`config.mk`:
```
export PLATFORM = sky130hd
export DESIGN_NAME = unison_saw_oscillator_envelope
export DESIGN_NICKNAME = d
export VERILOG_FILES = /design/src/rtl/core/uso_pkg.sv /design/src/rtl/core/unison_saw_oscillator_envelope.sv /design/src/rtl/core/uso_envelope.sv /design/src/rtl/core/uso_voice_bank.sv
export SDC_FILE = /design/constraint.sdc
export NUM_CORES = 2
export LEC_CHECK = 0
export CORE_UTILIZATION = 60
export DETAILED_ROUTE_END_ITERATION = 10
export DONT_BUFFER_PORTS = 1
export PLACE_DENSITY = 0.82
export SETUP_SLACK_MARGIN = 0.1
export SLEW_MARGIN = 15
export SYNTH_ARGS = -nofsm -noshare
export SYNTH_HDL_FRONTEND = slang
export SYNTH_SLANG_ARGS = --single-unit
export TNS_END_PERCENT = 1
```
`constraint.sdc`:
```
create_clock -name clk -period 8.6 [get_ports clk]
set_clock_uncertainty 0.15 [all_clocks]
set_input_delay 0.43 -clock clk [delete_from_list [all_inputs] [get_ports clk]]
set_output_delay 0.43 -clock clk [all_outputs]
set_load 0.05 [all_outputs]
```
`src/rtl/core/uso_pkg.sv`:
```
`timescale 1ns / 1ps
`default_nettype none
package uso_pkg;

  localparam int VOICES      = 7;
  localparam int RATIO_COUNT = 7;
  localparam int PHASE_W     = 32;
  localparam int RATIO_W     = 17;
  localparam int FRAC_W      = 16;
  localparam int SAW_W       = 8;
  localparam int MIX_W       = 12;
  localparam int LEVEL_W     = 8;

  localparam logic [PHASE_W-1:0] SEED = 32'h2545_F491;

  localparam logic [RATIO_W-1:0] DETUNE_Q16 [RATIO_COUNT] = '{
    17'd63668, 17'd64691, 17'd65195, 17'd65536, 17'd65877, 17'd66395, 17'd67456
  };

  typedef enum logic [1:0] {
    OP_TICK     = 2'd0,
    OP_NOTE_ON  = 2'd1,
    OP_NOTE_OFF = 2'd2
  } uso_op_t;

  typedef enum logic [1:0] {
    STAGE_IDLE    = 2'd0,
    STAGE_ATTACK  = 2'd1,
    STAGE_SUSTAIN = 2'd2,
    STAGE_RELEASE = 2'd3
  } uso_stage_t;

  typedef struct packed {
    logic note_on;
    logic tick;
  } uso_voice_ctl_t;

  function automatic logic [PHASE_W-1:0] xorshift32(input logic [PHASE_W-1:0] x);
    logic [PHASE_W-1:0] a;
    logic [PHASE_W-1:0] b;
    a = x ^ (x << 13);
    b = a ^ (a >> 17);
    return b ^ (b << 5);
  endfunction

endpackage
`default_nettype wire

```
`src/rtl/core/unison_saw_oscillator_envelope.sv`:
```
`timescale 1ns / 1ps
`default_nettype none
// Channel  Dir  Transfer             Payload
// in_      in   tvalid & tready      tuser: operation; tdata: base_increment
// out_     out  tvalid & tready      tdata: mix_sample, envelope_level, envelope_stage
// cfg_     in   cfg_we               cfg_wdata: envelope_step
//
// One item per cycle sustained while out_ does not stall; each passes the input and result registers.
// The input register feeds the envelope and the seven voice lanes (one 32x17 multiplier
// and one phase adder per lane); state and the result register update on the same edge.
// Reset: synchronous, active low; no clearing pass.
// A stalled out_ holds the input register; in_tready falls only when both stages are full.
module unison_saw_oscillator_envelope
  import uso_pkg::*;
(
  input  wire logic        clk,
  input  wire logic        rst_n,
  input  wire logic        in_tvalid,
  output logic             in_tready,
  input  wire logic [31:0] in_tdata,   // [31:0] base_increment
  input  wire logic [1:0]  in_tuser,   // [1:0] operation
  output logic             out_tvalid,
  input  wire logic        out_tready,
  output logic [23:0]      out_tdata,  // [11:0] mix_sample, [19:12] envelope_level,
                                       // [21:20] envelope_stage, [23:22] zero
  input  wire logic        cfg_we,
  input  wire logic [7:0]  cfg_wdata
);

  logic                     in_valid_r;
  uso_op_t                  in_op_r;
  logic [PHASE_W-1:0]       in_base_r;
  logic                     advance;
  logic                     env_active;
  uso_stage_t               stage_nxt;
  logic [LEVEL_W-1:0]       level_nxt;
  logic signed [MIX_W-1:0]  mix;
  uso_voice_ctl_t           voice_ctl;
  logic                     out_valid_r;
  logic [MIX_W-1:0]         out_mix_r;
  logic [LEVEL_W-1:0]       out_level_r;
  uso_stage_t               out_stage_r;

  assign advance   = in_valid_r && (!out_valid_r || out_tready);
  assign in_tready = !in_valid_r || advance;

  always_ff @(posedge clk) begin
    if (!rst_n) begin
      in_valid_r <= 1'b0;
    end else if (in_tready) begin
      in_valid_r <= in_tvalid;
    end
  end

  always_ff @(posedge clk) begin
    if (in_tvalid && in_tready) begin
      in_op_r   <= uso_op_t'(in_tuser);
      in_base_r <= in_tdata;
    end
  end

  uso_envelope u_env (
    .clk       (clk),
    .rst_n     (rst_n),
    .cfg_we    (cfg_we),
    .cfg_wdata (cfg_wdata),
    .fire      (advance),
    .op        (in_op_r),
    .active    (env_active),
    .stage_nxt (stage_nxt),
    .level_nxt (level_nxt)
  );

  assign voice_ctl.note_on = advance && (in_op_r == OP_NOTE_ON);
  assign voice_ctl.tick    = advance && (in_op_r == OP_TICK) && env_active;

  uso_voice_bank u_voices (
    .clk            (clk),
    .rst_n          (rst_n),
    .ctl            (voice_ctl),
    .base_increment (in_base_r),
    .mix            (mix)
  );

  always_ff @(posedge clk) begin
    if (!rst_n) begin
      out_valid_r <= 1'b0;
    end else if (advance) begin
      out_valid_r <= 1'b1;
    end else if (out_tready) begin
      out_valid_r <= 1'b0;
    end
  end

  always_ff @(posedge clk) begin
    if (advance) begin
      out_mix_r   <= mix;
      out_level_r <= level_nxt;
      out_stage_r <= stage_nxt;
    end
  end

  assign out_tvalid = out_valid_r;
  assign out_tdata  = {2'b00, out_stage_r, out_level_r, out_mix_r};

  a_sustain_full: assert property (@(posedge clk) disable iff (!rst_n)
    out_valid_r && (out_stage_r == STAGE_SUSTAIN) |-> (out_level_r == '1))
    else $error("sustain reported below full level");

  a_idle_silent: assert property (@(posedge clk) disable iff (!rst_n)
    out_valid_r && (out_stage_r == STAGE_IDLE) |-> (out_level_r == '0))
    else $error("idle reported with nonzero level");

  a_stall_only_full: assert property (@(posedge clk) disable iff (!rst_n)
    !in_tready |-> (out_valid_r && !out_tready && in_valid_r))
    else $error("input stalled without a blocked result");

endmodule
`default_nettype wire

```
`src/rtl/core/uso_envelope.sv`:
```
`timescale 1ns / 1ps
`default_nettype none
module uso_envelope
  import uso_pkg::*;
(
  input  wire logic               clk,
  input  wire logic               rst_n,
  input  wire logic               cfg_we,
  input  wire logic [LEVEL_W-1:0] cfg_wdata,
  input  wire logic               fire,
  input  wire uso_op_t            op,
  output logic                    active,
  output uso_stage_t              stage_nxt,
  output logic [LEVEL_W-1:0]      level_nxt
);

  logic [LEVEL_W-1:0] step_r;
  uso_stage_t         stage_r;
  logic [LEVEL_W-1:0] level_r;
  logic [LEVEL_W:0]   attack_sum;

  assign active     = (stage_r != STAGE_IDLE);
  assign attack_sum = {1'b0, level_r} + {1'b0, step_r};

  always_comb begin
    stage_nxt = stage_r;
    level_nxt = level_r;
    if (fire) begin
      case (op)
        OP_NOTE_ON:  stage_nxt = STAGE_ATTACK;
        OP_NOTE_OFF: stage_nxt = STAGE_RELEASE;
        OP_TICK: begin
          if (stage_r == STAGE_ATTACK) begin
            if (attack_sum[LEVEL_W]) begin
              level_nxt = '1;
              stage_nxt = STAGE_SUSTAIN;
            end else begin
              level_nxt = attack_sum[LEVEL_W-1:0];
            end
          end else if (stage_r == STAGE_RELEASE) begin
            if (step_r > level_r) begin
              level_nxt = '0;
              stage_nxt = STAGE_IDLE;
            end else begin
              level_nxt = level_r - step_r;
            end
          end
        end
        default: ;
      endcase
    end
  end

  always_ff @(posedge clk) begin
    if (!rst_n) begin
      step_r  <= LEVEL_W'(1);
      stage_r <= STAGE_IDLE;
      level_r <= '0;
    end else begin
      if (cfg_we) begin
        step_r <= cfg_wdata;
      end
      stage_r <= stage_nxt;
      level_r <= level_nxt;
    end
  end

endmodule
`default_nettype wire

```
`src/rtl/core/uso_voice_bank.sv`:
```
`timescale 1ns / 1ps
`default_nettype none
module uso_voice_bank
  import uso_pkg::*;
(
  input  wire logic                clk,
  input  wire logic                rst_n,
  input  wire uso_voice_ctl_t      ctl,
  input  wire logic [PHASE_W-1:0]  base_increment,
  output logic signed [MIX_W-1:0]  mix
);

  logic [PHASE_W-1:0] phase_r [VOICES];
  logic [PHASE_W-1:0] inc_r   [VOICES];
  logic [PHASE_W-1:0] inc_nxt [VOICES];
  logic [PHASE_W-1:0] rnd     [VOICES+1];
  logic [PHASE_W-1:0] lfsr_r;
  logic signed [MIX_W-2:0] sum;

  assign rnd[0] = lfsr_r;

  for (genvar i = 0; i < VOICES; i++) begin : g_voice
    localparam int R = (i < RATIO_COUNT) ? i : RATIO_COUNT - 1;
    logic [PHASE_W+RATIO_W-1:0] prod;

    assign rnd[i+1]   = xorshift32(rnd[i]);
    assign prod       = {{RATIO_W{1'b0}}, base_increment} * {{PHASE_W{1'b0}}, DETUNE_Q16[R]};
    assign inc_nxt[i] = prod[FRAC_W +: PHASE_W];

    always_ff @(posedge clk) begin
      if (!rst_n) begin
        phase_r[i] <= '0;
        inc_r[i]   <= '0;
      end else if (ctl.note_on) begin
        phase_r[i] <= rnd[i+1];
        inc_r[i]   <= inc_nxt[i];
      end else if (ctl.tick) begin
        phase_r[i] <= phase_r[i] + inc_r[i];
      end
    end
  end

  always_comb begin
    logic signed [SAW_W-1:0] saw;
    sum = '0;
    for (int i = 0; i < VOICES; i++) begin
      saw = $signed({~phase_r[i][PHASE_W-1], phase_r[i][PHASE_W-2 -: SAW_W-1]});
      sum = sum + (MIX_W-1)'(saw);
    end
  end

  assign mix = ctl.tick ? {sum, 1'b0} : '0;

  always_ff @(posedge clk) begin
    if (!rst_n) begin
      lfsr_r <= SEED;
    end else if (ctl.note_on) begin
      lfsr_r <= rnd[VOICES];
    end
  end

endmodule
`default_nettype wire
```
==> run metrics <==
ANT nets after route=0; core area=about 130000 um^2; synth warn=0; setup TNS=0 ns; TritonRoute pass-1 iters=9; Arrival @ worst endpoint=8.37 ns; Yosys cell types=84; max_cap viols=0; Syn Area/Cell=10.2 um^2; IO Port Bufs=0; Yosys top cell area share=25.0%; global placer's final weighted congestion=1.04; Via density=between 5 and 6; WS Path Type=reg2reg; nets@finish=around 10000; Mapped Area=between 70000 and 80000 um^2; Iter 0 DRT Violations=5714; CTS root buffer=clkbuf_16; number of I/O pins=73; # H-tree levels=3; Slew @ Worst Pin=1.31 ns; Tmin final=a little over 8 ns; largest cells by area after synthesis=fa_1 25%, edfxtp_1 20%, ha_1 18%; routed length per instance=25.9 um; Post-Syn Instances=7498; Worst Path Required=8.85 ns; GR Overflow Total=0; DRC viols=0; Slew Limit Fails=0; cell with the most instances after synthesis=inv_1; final setup fails=0; first-pass GRT wire length=360000 um; fin crit share=94.5%; via count=55900; total CTS buffers=66; gr usage total=a little under two fifths; FMAX=0.123 GHz; CTS Sinks=555; CTS clk-pin slew, worst paths=0.07 ns; RSZ-0062 raised after global routing=false; crit path max fanout=6; top cell type by total area after synthesis=fa_1; Post-DP HPWL=201000 um; total wire length=between 200000 and 250000 um; vias in the first global route=57800; Die H=roughly 360 um; Die ar.=roughly 130000 um^2; hold crit path type=in2reg; max_slew headroom=a little under an eighth; clock buffer depth=3; slowest stage delay, CP=between 0.6 and 0.7 ns; layout cell share with drive strength beyond 1=4.43%; Initial Utilization=60.7%; slowest stage cell, crit path=fa_1; CTS tree=yes; outcome=completed; Final Hold Viols=0; Worst-Skew Late Latency=0.70 ns; sequential area share after synthesis=21.1%; area delta synth->final=7.24%; Post-synth EDFFs=about 500; antenna violations before repair=18; commonest cells in the netlist=1716 x inv_1, 1106 x ha_1, 955 x fa_1; cell mode on critical path=inv_1; Post-synth ARST share=0%; largest net degree at the start of global routing=140; Die W=about 360 um; # rows=130; Main synth FF type=edfxtp_1; #FFs+latches synth=555; CP Launch Type=flop; Worst setup EP type=flop
cell usage in the layout (no fill, tap or decap), types with 67 or more instances in the layout:
master,instances
o22ai_1,132
nor2_1,391
nand2_1,212
xor2_1,297
a21oi_1,290
ha_1,1106
nor3_1,73
fa_1,955
buf_4,142
a21o_1,152
edfxtp_1,503
clkbuf_16,67
xnor2_1,515
o21ai_0,237
inv_1,1715
nor2b_1,91
state kept, by name (all words and copies together), names as in the netlist, 8 cells and up:
| name | count |
|---|---|
| u_voices.lfsr_r | 32 |
| u_env.step_r | 8 |
| out_mix_r | 11 |
| u_voices.phase_r | 224 |
| out_level_r | 8 |
| in_base_r | 32 |
| u_env.level_r | 8 |
| u_voices.inc_r | 224 |
worst paths after layout:
path                  startpoint               endpoint  slack, ns  cells after the start
max                 in_base_r[2]  u_voices.inc_r[0][60]       0.48                     28
min                        rst_n    u_voices.lfsr_r[28]       0.17                      4
max reg2reg         in_base_r[2]  u_voices.inc_r[0][60]       0.48                     28
min reg2reg  u_voices.lfsr_r[28]    u_voices.lfsr_r[28]       0.39                      2
per-layer routing:
layer  global-route usage [%]  vias to the layer above  wire (um)
li1                         -                    24700          -
met1                     52.4                    27900      98500
met2                     56.7                     2769     104000
met3                     9.66                      563      28200
met4                     16.6                       16      12500
met5                        0                        -        104
cell type report:
| type | instances | area, um^2 |
|---|---|---|
| timing repair buffer | 197 | 1650 |
| antenna | 4 | 10.0 |
| inverter | 1718 | 6460 |
| multi-input combinational | 5115 | 53500 |
| tap | 1650 | 2060 |
| fill | 9818 | 44000 |
| clock buffer | 72 | 1710 |
| clock inverter | 47 | 505 |
| sequential | 555 | 16100 |
timing repair:
action	4_1_cts	5_1_grt
gates resized for setup	0	1
setup buffers	0	0
setup endpoints to repair	0	4
endpoints found under the hold margin	67	0
hold buffers	53	0
metrics by stage:
stage / instance area, um^2 / hold slack [ns] / utilization [%] / setup WS [ns] / instances
2_1_floorplan: 76500 / 0.315 / - / 1.02 / 7500
3_3_place_gp: 79200 / 0.348 / 62.9 / 0.585 / 9182
3_5_place_dp: 79200 / 0.350 / 62.9 / 0.547 / 9182
4_1_cts: 82000 / 0.126 / 65.0 / 0.444 / 9354
5_1_grt: 82000 / 0.180 / 65.1 / 0.150 / 9355
6_report: 82000 / 0.172 / 65.1 / 0.476 / 9358
worst max-delay path, delay by kind of cell, from the launching register on:
family,cells,cell delay [ns]
buf+inv,7,0.59
simple gates,2,0.61
flops,1,0.35
compound gates,11,2.91
xor+xnor,1,0.16
fa+ha+maj,7,3.07
cell families (layout without fill, tap and decap cells):
logic type / count (synthesis) / after routing / synth area share, %
compound gates: 1130 / 1130 / 9.38
flops: 555 / 555 / 21.1
xor+xnor: 872 / 872 / 10.8
mux: 17 / 17 / 0.224
fa+ha+maj: 2061 / 2061 / 43.1
simple gates: 1032 / 1032 / 6.36
other cells: 1 / 7 / 0.00490
buf+inv: 1830 / 2034 / 9.03
Power is left out: the tool's default activity adds up to more than one toggle a clock period on the data nets, which glitch-free logic cannot reach.
